`config.mk`:
```
export PLATFORM = sky130hd
export DESIGN_NAME = compacting_value_list_top
export DESIGN_NICKNAME = d
export VERILOG_FILES = /design/src/rtl/cvl_pkg.sv /design/src/rtl/cvl_ram.sv /design/src/rtl/cvl_ctrl.sv /design/src/rtl/compacting_value_list_top.sv
export SDC_FILE = /design/constraint.sdc
export NUM_CORES = 1
export LEC_CHECK = 0
export BUFFER_PORTS_ARGS = -buffer_cell sky130_fd_sc_hd__buf_2
export CORE_MARGIN = 2
export CORE_UTILIZATION = 55
export CTS_BUF_LIST = sky130_fd_sc_hd__clkbuf_8
export DETAILED_ROUTE_END_ITERATION = 12
export PLACE_DENSITY = 0.78
export SYNTH_ARGS = -nofsm -noshare
export SYNTH_HDL_FRONTEND = slang
export SYNTH_SLANG_ARGS = --single-unit
```
`constraint.sdc`:
```
create_clock -name clk -period 7 [get_ports clk]
set_input_delay 1.4 -clock clk [delete_from_list [all_inputs] [get_ports clk]]
set_output_delay 1.4 -clock clk [all_outputs]
set_load 0.03 [all_outputs]
```
`src/rtl/cvl_pkg.sv`:
```
`default_nettype none
// ----------------------------------------------------------------------------
// cvl_pkg: shared types and codes for the compacting value list
// Command and result word layouts, operation and status codes, default sizes.
// ----------------------------------------------------------------------------
package cvl_pkg;

    // default number of list entries held in memory
    localparam int CAPACITY_DEF = 16;

    // fixed field widths
    localparam int FUNC_W  = 2;
    localparam int VALUE_W = 32;
    localparam int STAT_W  = 2;
    localparam int CNT_W   = 5;

    // capacity register reset value
    localparam logic [CNT_W-1:0] CAP_RESET = 5'd16;

    // operation codes
    localparam logic [FUNC_W-1:0] FUNC_APPEND = 2'd0;
    localparam logic [FUNC_W-1:0] FUNC_DELETE = 2'd1;
    localparam logic [FUNC_W-1:0] FUNC_DUMP   = 2'd2;

    // status codes
    localparam logic [STAT_W-1:0] STAT_OK        = 2'd0;
    localparam logic [STAT_W-1:0] STAT_FULL      = 2'd1;
    localparam logic [STAT_W-1:0] STAT_EMPTY     = 2'd2;
    localparam logic [STAT_W-1:0] STAT_NOT_FOUND = 2'd3;

    // command word
    typedef struct packed {
        logic [FUNC_W-1:0]         func;
        logic signed [VALUE_W-1:0] value;
    } cmd_t;

    // result word
    typedef struct packed {
        logic [STAT_W-1:0]         status;
        logic signed [VALUE_W-1:0] entry_value;
        logic [CNT_W-1:0]          entry_count;
        logic                      last;
    } result_t;

endpackage
`default_nettype wire

```
`src/rtl/cvl_ram.sv`:
```
`default_nettype none
// ----------------------------------------------------------------------------
// cvl_ram: generic simple dual-port RAM
// One write port, one read port, read data registered.
// ----------------------------------------------------------------------------
module cvl_ram #(
    parameter int WIDTH = 32,
    parameter int DEPTH = 16
) (
    input  wire logic                     clk,
    input  wire logic                     we,
    input  wire logic [$clog2(DEPTH)-1:0] waddr,
    input  wire logic [WIDTH-1:0]         wdata,
    input  wire logic [$clog2(DEPTH)-1:0] raddr,
    output logic      [WIDTH-1:0]         rdata
);

    logic [WIDTH-1:0] mem [DEPTH];

    // write port
    always_ff @(posedge clk)
    begin
        if (we)
        begin
            mem[waddr] <= wdata;
        end
    end

    // registered read port
    always_ff @(posedge clk)
    begin
        rdata <= mem[raddr];
    end

endmodule
`default_nettype wire

```
`src/rtl/cvl_ctrl.sv`:
```
`default_nettype none
// ----------------------------------------------------------------------------
// cvl_ctrl: list sequencer
// Runs append, delete-with-compaction and dump against the entry memory,
// keeps the entry count and registers the result word.
// ----------------------------------------------------------------------------
module cvl_ctrl #(
    parameter int CAPACITY = cvl_pkg::CAPACITY_DEF
) (
    input  wire logic                             clk,
    input  wire logic                             rst_n,
    input  wire logic                             start,
    output logic                                  busy,
    input  wire cvl_pkg::cmd_t                    cmd,
    input  wire logic [cvl_pkg::CNT_W-1:0]        limit,
    output logic                                  strobe,
    output cvl_pkg::result_t                      result,
    output logic                                  mem_we,
    output logic [$clog2(CAPACITY)-1:0]           mem_waddr,
    output logic [cvl_pkg::VALUE_W-1:0]           mem_wdata,
    output logic [$clog2(CAPACITY)-1:0]           mem_raddr,
    input  wire logic [cvl_pkg::VALUE_W-1:0]      mem_rdata
);

    localparam int ADDR_W = $clog2(CAPACITY);
    localparam int CNT_W  = cvl_pkg::CNT_W;

    // sequencer states
    localparam logic [1:0] ST_IDLE = 2'd0;
    localparam logic [1:0] ST_DEL  = 2'd1;
    localparam logic [1:0] ST_DUMP = 2'd2;

    logic [1:0]                  state_reg, state_next;
    logic [CNT_W-1:0]            count_reg, count_next;
    logic [CNT_W-1:0]            pos_reg, pos_next;
    logic [cvl_pkg::VALUE_W-1:0] val_reg, val_next;
    logic                        found_reg, found_next;
    logic                        strobe_reg, strobe_next;
    cvl_pkg::result_t            result_reg, result_next;

    logic                        accept;
    logic                        match;
    logic                        at_end;

    assign accept = start && (state_reg == ST_IDLE);
    assign match  = (mem_rdata == val_reg);
    assign at_end = (pos_reg == CNT_W'(count_reg - 1'b1));

    // next-state and memory access logic
    always_comb
    begin
        state_next  = state_reg;
        count_next  = count_reg;
        pos_next    = pos_reg;
        val_next    = val_reg;
        found_next  = found_reg;
        strobe_next = 1'b0;
        result_next = result_reg;
        mem_we      = 1'b0;
        mem_waddr   = ADDR_W'(count_reg);
        mem_wdata   = cmd.value;
        mem_raddr   = '0;

        unique case (state_reg)
            ST_IDLE:
            begin
                if (accept)
                begin
                    unique case (cmd.func)
                        cvl_pkg::FUNC_APPEND:
                        begin
                            strobe_next = 1'b1;
                            if (count_reg >= limit)
                            begin
                                result_next = '{cvl_pkg::STAT_FULL, cmd.value,
                                                count_reg, 1'b1};
                            end
                            else
                            begin
                                mem_we      = 1'b1;
                                count_next  = CNT_W'(count_reg + 1'b1);
                                result_next = '{cvl_pkg::STAT_OK, cmd.value,
                                                CNT_W'(count_reg + 1'b1), 1'b1};
                            end
                        end
                        cvl_pkg::FUNC_DELETE:
                        begin
                            if (count_reg == '0)
                            begin
                                strobe_next = 1'b1;
                                result_next = '{cvl_pkg::STAT_EMPTY, cmd.value,
                                                '0, 1'b1};
                            end
                            else
                            begin
                                pos_next   = '0;
                                found_next = 1'b0;
                                val_next   = cmd.value;
                                state_next = ST_DEL;
                            end
                        end
                        cvl_pkg::FUNC_DUMP:
                        begin
                            if (count_reg == '0)
                            begin
                                strobe_next = 1'b1;
                                result_next = '{cvl_pkg::STAT_EMPTY, '0, '0, 1'b1};
                            end
                            else
                            begin
                                pos_next   = '0;
                                state_next = ST_DUMP;
                            end
                        end
                        default:
                        begin
                            // unused code: no effect
                        end
                    endcase
                end
            end

            // scan for first match, shifting later entries down one place
            ST_DEL:
            begin
                mem_raddr  = ADDR_W'(pos_reg + 1'b1);
                found_next = found_reg || match;
                pos_next   = CNT_W'(pos_reg + 1'b1);
                if (found_reg)
                begin
                    mem_we    = 1'b1;
                    mem_waddr = ADDR_W'(pos_reg - 1'b1);
                    mem_wdata = mem_rdata;
                end
                if (at_end)
                begin
                    state_next  = ST_IDLE;
                    strobe_next = 1'b1;
                    if (found_reg || match)
                    begin
                        count_next  = CNT_W'(count_reg - 1'b1);
                        result_next = '{cvl_pkg::STAT_OK, val_reg,
                                        CNT_W'(count_reg - 1'b1), 1'b1};
                    end
                    else
                    begin
                        result_next = '{cvl_pkg::STAT_NOT_FOUND, val_reg,
                                        count_reg, 1'b1};
                    end
                end
            end

            // one entry word per cycle
            ST_DUMP:
            begin
                mem_raddr   = ADDR_W'(pos_reg + 1'b1);
                pos_next    = CNT_W'(pos_reg + 1'b1);
                strobe_next = 1'b1;
                result_next = '{cvl_pkg::STAT_OK, mem_rdata, count_reg, at_end};
                if (at_end)
                begin
                    state_next = ST_IDLE;
                end
            end

            default:
            begin
                state_next = ST_IDLE;
            end
        endcase
    end

    // control registers
    always_ff @(posedge clk or negedge rst_n)
    begin
        if (!rst_n)
        begin
            state_reg  <= ST_IDLE;
            count_reg  <= '0;
            strobe_reg <= 1'b0;
        end
        else
        begin
            state_reg  <= state_next;
            count_reg  <= count_next;
            strobe_reg <= strobe_next;
        end
    end

    // payload registers
    always_ff @(posedge clk)
    begin
        pos_reg    <= pos_next;
        val_reg    <= val_next;
        found_reg  <= found_next;
        result_reg <= result_next;
    end

    assign busy   = (state_reg != ST_IDLE);
    assign strobe = strobe_reg;
    assign result = result_reg;

    // count never passes the memory depth
    a_count_bound: assert property (@(posedge clk) disable iff (!rst_n)
        count_reg <= CAPACITY)
        else $error("entry count beyond capacity");

    // a successful append grows the list by one
    a_append_grow: assert property (@(posedge clk) disable iff (!rst_n)
        (accept && cmd.func == cvl_pkg::FUNC_APPEND && count_reg < limit)
        |=> (count_reg == CNT_W'($past(count_reg) + 1'b1)))
        else $error("append did not grow count");

    // a dump cycle always delivers a word
    a_dump_word: assert property (@(posedge clk) disable iff (!rst_n)
        (state_reg == ST_DUMP) |=> strobe_reg)
        else $error("dump cycle without result word");

    // the final word of an item leaves the sequencer idle
    a_last_idle: assert property (@(posedge clk) disable iff (!rst_n)
        (strobe_reg && result_reg.last) |-> !busy)
        else $error("last word while still busy");

endmodule
`default_nettype wire

```
`src/rtl/compacting_value_list_top.sv`:
```
`default_nettype none
// ----------------------------------------------------------------------------
// compacting_value_list_top: ordered list of signed 32-bit values
// Append, delete first match with compaction, and dump, over an entry memory.
// ----------------------------------------------------------------------------
// A command is taken when start is high and busy is low. Append, and delete
// or dump on an empty list, return one word and leave busy low. Delete and
// dump on a list of N entries both walk the entry memory one entry per cycle
// through its single read port, delete writing each later entry back one
// place down. A dump returns N words on consecutive cycles, the final one
// flagged last. Every result word shows on result for exactly one cycle with
// strobe high; the receiver cannot hold it off, so it must take every word as
// it comes. Unused operation code 3 is accepted and gives no word. Write the
// capacity register only while busy is low and no word is pending.
module compacting_value_list_top #(
    parameter int CAPACITY = cvl_pkg::CAPACITY_DEF
) (
    input  wire logic                          clk,
    input  wire logic                          rst_n,
    input  wire logic                          start,
    output logic                               busy,
    input  wire cvl_pkg::cmd_t                 cmd,
    output logic                               strobe,
    output cvl_pkg::result_t                   result,
    input  wire logic                          cfg_we,
    input  wire logic [cvl_pkg::CNT_W-1:0]     cfg_data
);

    localparam int ADDR_W = $clog2(CAPACITY);
    localparam int CNT_W  = cvl_pkg::CNT_W;

    logic [CNT_W-1:0]            cap_reg;
    logic [CNT_W-1:0]            limit;
    logic                        mem_we;
    logic [ADDR_W-1:0]           mem_waddr;
    logic [cvl_pkg::VALUE_W-1:0] mem_wdata;
    logic [ADDR_W-1:0]           mem_raddr;
    logic [cvl_pkg::VALUE_W-1:0] mem_rdata;

    // capacity register
    always_ff @(posedge clk or negedge rst_n)
    begin
        if (!rst_n)
        begin
            cap_reg <= cvl_pkg::CAP_RESET;
        end
        else if (cfg_we)
        begin
            cap_reg <= cfg_data;
        end
    end

    // capacity saturates at the memory depth
    assign limit = (32'(cap_reg) > CAPACITY) ? CNT_W'(CAPACITY) : cap_reg;

    cvl_ctrl #(
        .CAPACITY (CAPACITY)
    ) u_ctrl (
        .clk       (clk),
        .rst_n     (rst_n),
        .start     (start),
        .busy      (busy),
        .cmd       (cmd),
        .limit     (limit),
        .strobe    (strobe),
        .result    (result),
        .mem_we    (mem_we),
        .mem_waddr (mem_waddr),
        .mem_wdata (mem_wdata),
        .mem_raddr (mem_raddr),
        .mem_rdata (mem_rdata)
    );

    cvl_ram #(
        .WIDTH (cvl_pkg::VALUE_W),
        .DEPTH (CAPACITY)
    ) u_entries (
        .clk   (clk),
        .we    (mem_we),
        .waddr (mem_waddr),
        .wdata (mem_wdata),
        .raddr (mem_raddr),
        .rdata (mem_rdata)
    );

endmodule
`default_nettype wire

```
==> impl_results.md, run 1 <==
* Count leader, synth: edfxtp_1
* Worst-Margin Slew at 1.21 ns
* Hold_ws at 0.505 ns
* Layout cells sized above 1 at 18.4%
* Via count at 15195
* WP data arrival at 4.54 ns
* Clock power share at 23.3%
* Cell leakage power at 10.0 nW
* Normalized max-slew margin at 19.0%
* CTS max path bufs at 3
* Setup Fix Bufs, Post-CTS at 0
* Psw at 0.00461 W
* Die Area at 48900 um^2
* Status: finished clean
* Cell-internal power at 0.00778 W
* Final critical-path setup slack at 2.72 ns
* Pre-CTS setup slack at 2.53 ns
* Synth cell types at 62
* Post-Syn Area per Cell at 15.6 um^2
* Largest area contributor in the netlist: edfxtp_1
* Critical path launch point: u_ctrl.count_reg[2]
* Post-DP HPWL at 34100 um
* Net Sw Frac at 37.2%
* Clock tree from TritonCTS: built
* Die Span X at 221 um
* Max_cap viols at 0
* Hold buffer count at CTS at 0
* EDFF count, synth at 590
* Largest net degree at the start of global routing at 106
* Cell count of the worst reg-to-reg path at 7
* Site Rows at 79
* Layout Nets at 1825
* Syn Inst Count at 1665
* Slew Viols, Final at 0
* Hold WC Path Type: register to register
* Vias in the first global route at 15233
* Number of CTS-inserted buffers at 96
* Layout area overhead at 11.2%
* # H-tree levels at 3
* Routability congestion estimate at 0.869
* Clock transition at path regs at 0.06 ns
* Routed Antenna Nets at 0
* Fmax at 0.234 GHz
* Startpoint types: register
* VDD IR max at 0.531 mV
* Total gr overflow at 0
* Total core area at 46600 um^2
* Aggregate global-route resource usage at 24.4%
* Top Ports at 85
* Yosys warns at 0
* Setup_tns at 0 ns
* IO buf count at 84
* Synthesized cell area at 26000 um^2
* Seq pwr share at 41.3%
* R2r endpoint: u_entries.mem[6][12]
* Clock Skews at 0.0166 ns
* DR iter-0 viols at 1790
* Top post-synthesis cells by area: edfxtp_1 68%, mux2i_1 4.8%, mux4_2 3.0%
* Logic pwr share at 35.4%
* Primary FF master, synth: edfxtp_1
* Initial antenna violation count at 1
* CTS root buf: clkbuf_8
* Worst Path Max Fanout at 32
* R2R Setup Slk at 2.72 ns
* Worst reg2reg startpoint: u_ctrl.count_reg[2]
* Top cells by count, synth: 590 x edfxtp_1, 179 x nand2_1, 124 x mux2i_1
* Syn Nets at 1726
* Final Hold Fails at 0
* Worst Setup End Kind: register
* Critical path class: register to register
* Routed len/inst at 24.4 um
* RSZ-0062 raised after global routing: no
* Final setup fails at 0
* Fillers at 3247
* Final worst-path cycle share at 61.1%
* Die Span Y at 221 um
* Worst skew pair latency at 0.67 ns
* Post-synth top area share at 68.3%
* CTS resizes at 0
* FF+latch count, synth at 635
* Fin crit period at 4.28 ns
* Starting Density at 55.7%
* DR DRC count at 0
* Sink Count at 635
* First-pass GRT wire length at 90800 um
* Via/cell ratio at 6.19
* Routed WL at 59900 um
* CP Capture Point: u_entries.mem[6][12]
* Pwr/cell area at 429 nW/um^2
* Largest register FFs at 512
* First-pass detailed-route iteration total at 6
* Post-synth ARST share at 2.05%
* Register area share after synthesis at 72.0%
* Worst EP required at 7.27 ns
kinds of logic (layout without fill, tap and decap cells):
logic type | count (synthesis) | in the layout | synth area share (%)
buffers and inverters | 122 | 302 | 1.95
and+or+nand+nor | 365 | 365 | 6.64
other | 0 | 1 | 0
muxes | 194 | 194 | 9.29
adders and majority gates | 18 | 18 | 0.868
AOI/OAI and AO/OA | 287 | 287 | 7.77
DFF | 635 | 635 | 72.0
xor gates and xnor gates | 44 | 44 | 1.48
metal layers:
| metal | vias to the layer above | global-route usage, % | wire, um |
|---|---|---|---|
| met5 | - | 0 | 0 |
| met2 | 727 | 39.3 | 28900 |
| met4 | 0 | 9.72 | 1650 |
| li1 | 6705 | - | - |
| met3 | 108 | 4.79 | 4950 |
| met1 | 7655 | 33.2 | 24400 |
worst min-delay path by stage:
stage	from	to	slack, ns	depth (start not counted)
after floorplan	cap_reg[0]	cap_reg[0]	0.47	1
after global placement	cap_reg[0]	cap_reg[0]	0.49	1
after detailed placement	cap_reg[0]	cap_reg[0]	0.49	1
after CTS	cap_reg[3]	cap_reg[3]	0.51	1
after global routing	cap_reg[3]	cap_reg[3]	0.55	1
final	cap_reg[3]	cap_reg[3]	0.51	1
area by class of cell:
cell class	count	area, um^2	share of cell area [%]
well taps	607	759	2.63
multi-input cells	908	6930	24.0
flip-flops and latches	635	18700	64.7
diodes	1	2.50	0.00867
clock inverters	73	384	1.33
repair buffers	106	586	2.03
clock buffers	106	1460	5.05
inverters	17	63.8	0.221
critical path, cell delays in order (launching register included):
cell	delay, ns
dfrtp_1	0.73
ha_1	0.36
a21o_1	0.19
a31oi_1	0.15
o21ai_1	0.24
o21ai_0	0.61
nand3_1	0.50
nor2_4	1.07
layout by cell type (no fill, tap or decap), types with 3 or more instances in the layout:
| cell | netlist | routed |
|---|---|---|
| or4_1 | 3 | 3 |
| nor2b_1 | 66 | 66 |
| o21ai_1 | 4 | 4 |
| nor2_1 | 31 | 14 |
| nand4_1 | 11 | 11 |
| dfrtp_1 | 12 | 12 |
| a22oi_1 | 33 | 33 |
| mux2_2 | 36 | 36 |
| a2bb2oi_1 | 3 | 3 |
| clkbuf_8 | 0 | 106 |
| buf_2 | 24 | 84 |
| bufinv_16 | 0 | 3 |
| nand3_1 | 14 | 14 |
| a21oi_1 | 42 | 42 |
| a311oi_1 | 63 | 63 |
| ha_1 | 18 | 16 |
| xnor2_1 | 31 | 31 |
| dfxtp_1 | 32 | 32 |
| a31oi_1 | 8 | 8 |
| clkinv_2 | 0 | 15 |
| o21ai_0 | 46 | 46 |
| a211oi_1 | 63 | 63 |
| nor3_1 | 39 | 38 |
| nor2_4 | 0 | 17 |
| buf_4 | 3 | 22 |
| clkinv_1 | 1 | 10 |
| o22ai_1 | 5 | 5 |
| nand2_1 | 179 | 176 |
| inv_1 | 12 | 55 |
| inv_2 | 4 | 4 |
| mux4_2 | 34 | 34 |
| edfxtp_1 | 590 | 590 |
| xor2_1 | 13 | 13 |
| nor4_1 | 3 | 3 |
| mux2i_1 | 124 | 124 |
| o21a_1 | 5 | 5 |
through the flow:
step	instance area, um^2	instances	util, %	total power, W
6_report	28900	2453	62.0	0.0124
5_1_grt	28900	2453	62.0	0.0129
4_1_cts	28900	2452	62.0	0.0124
3_5_place_dp	27000	2273	58.0	0.00954
3_3_place_gp	27000	2273	58.0	0.00939
2_1_floorplan	26000	1665	-	0.00816
power by group through the flow:
stage	clock network [W]	registers [W]	logic, W
after floorplan	0	0.00536	0.00280
after global placement	0	0.00517	0.00422
after detailed placement	0	0.00519	0.00435
after CTS	0.00292	0.00511	0.00437
after global routing	0.00310	0.00515	0.00469
final	0.00289	0.00512	0.00439
Power figures use the tool's default switching activity.
==> run 2, diff against run 1 <==
--- a/config.mk
+++ b/config.mk
@@ -5,12 +5,13 @@
 export SDC_FILE = /design/constraint.sdc
 export NUM_CORES = 1
 export LEC_CHECK = 0
+export ABC_AREA = 1
 export BUFFER_PORTS_ARGS = -buffer_cell sky130_fd_sc_hd__buf_2
 export CORE_MARGIN = 2
 export CORE_UTILIZATION = 55
 export CTS_BUF_LIST = sky130_fd_sc_hd__clkbuf_8
 export DETAILED_ROUTE_END_ITERATION = 12
-export PLACE_DENSITY = 0.78
+export PLACE_DENSITY = 0.81
 export SYNTH_ARGS = -nofsm -noshare
 export SYNTH_HDL_FRONTEND = slang
 export SYNTH_SLANG_ARGS = --single-unit
==> constraint.sdc (replaced) <==
create_clock -name clk -period 3.72 [get_ports clk]
set_input_delay 0.744 -clock clk [delete_from_list [all_inputs] [get_ports clk]]
set_output_delay 0.744 -clock clk [all_outputs]
set_load 0.03 [all_outputs]
==> impl_results.md, run 2 <==
* Post-Place Cells at 2820
* Normalized max-slew margin at 10.9%
* Fmax at 0.296 GHz
* Site Rows at 79
* Starting Density at 55.9%
* Max_cap viols at 0
* Pre-CTS setup slack at 0.414 ns
* Count leader, synth: edfxtp_1
* R2r endpoint: u_entries.mem[5][17]
* Post-DP HPWL at 40800 um
* Critical path class: register to register
* WP data arrival at 3.74 ns
* Setup Fix Bufs, Post-CTS at 0
* Die Area at 49300 um^2
* Top Ports at 85
* DR DRC count at 0
* Final Hold Fails at 0
* Primary FF master, synth: edfxtp_1
* Initial antenna violation count at 2
* Core Util, Final at 63.2%
* Syn Nets at 2252
* IO buf count at 84
* Final critical-path setup slack at 0.336 ns
* Die Span X at 222 um
* Post-Syn Area per Cell at 11.9 um^2
* Routed Antenna Nets at 0
* Clock transition at path regs at 0.07 ns
* Synthesized cell area at 26100 um^2
* Via count at 18399
* Layout cells sized above 1 at 13.0%
* Clock Skews at 0.0430 ns
* Worst skew pair latency at 0.69 ns
* Worst Setup End Kind: register
* Largest register FFs at 512
* Top cells by count, synth: 590 x edfxtp_1, 538 x nor2_1, 299 x nand2_1
* RSZ-0062 raised after global routing: no
* Fin crit period at 3.38 ns
* Setup_tns at 0 ns
* FF+latch count, synth at 635
* Most frequent cells in the layout: 590 x edfxtp_1, 522 x nor2_1, 299 x nand2_1
* Worst EP required at 4.08 ns
* Clock tree from TritonCTS: built
* Critical Path Max Stage Delay at 0.59 ns
* Worst-Margin Slew at 1.33 ns
* Aggregate global-route resource usage at 26.2%
* Hold WC Path Type: input pin to register
* First-pass detailed-route iteration total at 7
* Largest net degree at the start of global routing at 137
* Syn Inst Count at 2191
* CTS max path bufs at 3
* Routed WL at 64900 um
* Routability congestion estimate at 0.925
* Number of CTS-inserted buffers at 95
* Max stage delay cell, worst path: dfrtp_1
* Hold buffer count at CTS at 1
* Fin cells at 2990
* Total core area at 46800 um^2
* Worst reg2reg startpoint: u_ctrl.count_reg[2]
* Post-synth top area share at 67.8%
* Register area share after synthesis at 71.5%
* Layout area overhead at 13.0%
* EDFF count, synth at 590
* CTS resizes at 0
* Layout Nets at 2372
* Hold EP: u_ctrl.val_reg[23]
* Routed len/inst at 21.7 um
* Post-synth ARST share at 2.05%
* Largest area contributor in the netlist: edfxtp_1
* Hold depth at 1
* Hold path startpoint: cmd[23]
* Cell repeated most along the worst path: nand3_1
* Cell count of the worst reg-to-reg path at 9
* Die Span Y at 222 um
* Startpoint types: register
* Vias in the first global route at 17927
* Sink Count at 635
* DR iter-0 viols at 2912
* Synth cell types at 43
* Yosys warns at 0
* Via/cell ratio at 6.15
* Top post-synthesis cells by area: edfxtp_1 68%, nor2_1 7.7%, nand2_1 4.3%
* Worst-path cell chain: ha_1 > a21oi_1 > o21a_1 > nand3_1 > o31ai_2 > buf_4 > nand3_1 > nor2_4 > buf_12
* Worst Path Max Fanout at 20
* Pwr/cell area at 873 nW/um^2
* Fillers at 3301
* Slew Viols, Final at 0
* R2R Setup Slk at 0.34 ns
* Commonest non-fill, non-tap cell in the layout: edfxtp_1
* Antenna fix cells at 0
* CTS root buf: clkbuf_8
* VDD IR max at 0.529 mV
* # H-tree levels at 3
* Cell leakage power at 10.5 nW
* First-pass GRT wire length at 101000 um
* Final setup fails at 0
* Status: finished clean
* Final worst-path cycle share at 91.0%
* Total gr overflow at 0
[run 2: changes by cell type after synthesis, sizes merged, moves of 37 or more]
cell    delta
nor2     +510
mux2i    -124
nand2    +122
o311ai   +115
o21ai    +112
nand3     +72
nor2b     -66
a311oi    -63
a211oi    -60
inv       +42
nor3      -37
[run 2: cell type report]
cell class	instances	area [um^2]	share of cell area, %
Clock buffer	107	1470	4.99
Clock inverter	62	339	1.15
Inverter	59	230	0.779
Multi-Input combinational cell	1366	6850	23.2
Sequential cell	635	18700	63.3
Tap cell	607	759	2.57
Timing Repair Buffer	154	1200	4.06
[run 2: worst max-delay path: cells and delay by family (launching register included)]
kind / cells / cell delay [ns]
compound gates: 3 / 0.55
fa+ha+maj: 1 / 0.34
buf+inv: 2 / 0.42
simple gates: 3 / 1.17
flops: 1 / 0.59
[run 2: how the worst max path moves through the flow]
stage	startpoint	to	slack [ns]	cells past startpoint
final	u_ctrl.count_reg[2]	u_entries.mem[5][17]	0.34	9
after global routing	u_ctrl.pos_reg[0]	u_entries.mem[14][23]	0.18	11
after CTS	cap_reg[4]	u_entries.mem[5][17]	0.40	10
after detailed placement	cap_reg[4]	u_entries.mem[4][21]	0.41	10
after global placement	cap_reg[4]	u_entries.mem[5][15]	0.48	11
after floorplan	cap_reg[4]	u_entries.mem[0][0]	0.14	8
[run 2: cell families after synthesis]
group | synth area share, %
adder cells (fa/ha/maj) | 0.861
AO/OA/AOI/OAI | 9.24
multiplexers | 0.129
flip-flops | 71.5
buffers and inverters | 2.98
AND/OR/NAND/NOR | 14.2
XOR/XNOR | 1.17
[run 2: power by group]
group / switching, W / internal [W]
combinational: 0.00756 / 0.00284
clock: 0.00264 / 0.00277
sequential: 0.000495 / 0.00949
total: 0.0107 / 0.0151
[run 2: metrics by stage]
step	total power, W	instance area, um^2	hold WS (ns)
after floorplan	0.0165	26200	0.448
after global placement	0.0198	27700	0.502
after detailed placement	0.0202	27700	0.503
after CTS	0.0256	29500	0.232
after global routing	0.0270	29500	0.263
final	0.0258	29500	0.275
[run 2: routing by layer]
| metal | global-route usage [%] | share of wire (%) | vias to the layer above |
|---|---|---|---|
| met5 | 0 | 0.020 | - |
| met4 | 8.72 | 2.2 | 2 |
| met3 | 6.59 | 13 | 121 |
| met2 | 40.4 | 46 | 1323 |
| met1 | 36.7 | 39 | 8846 |
| li1 | - | - | 8107 |
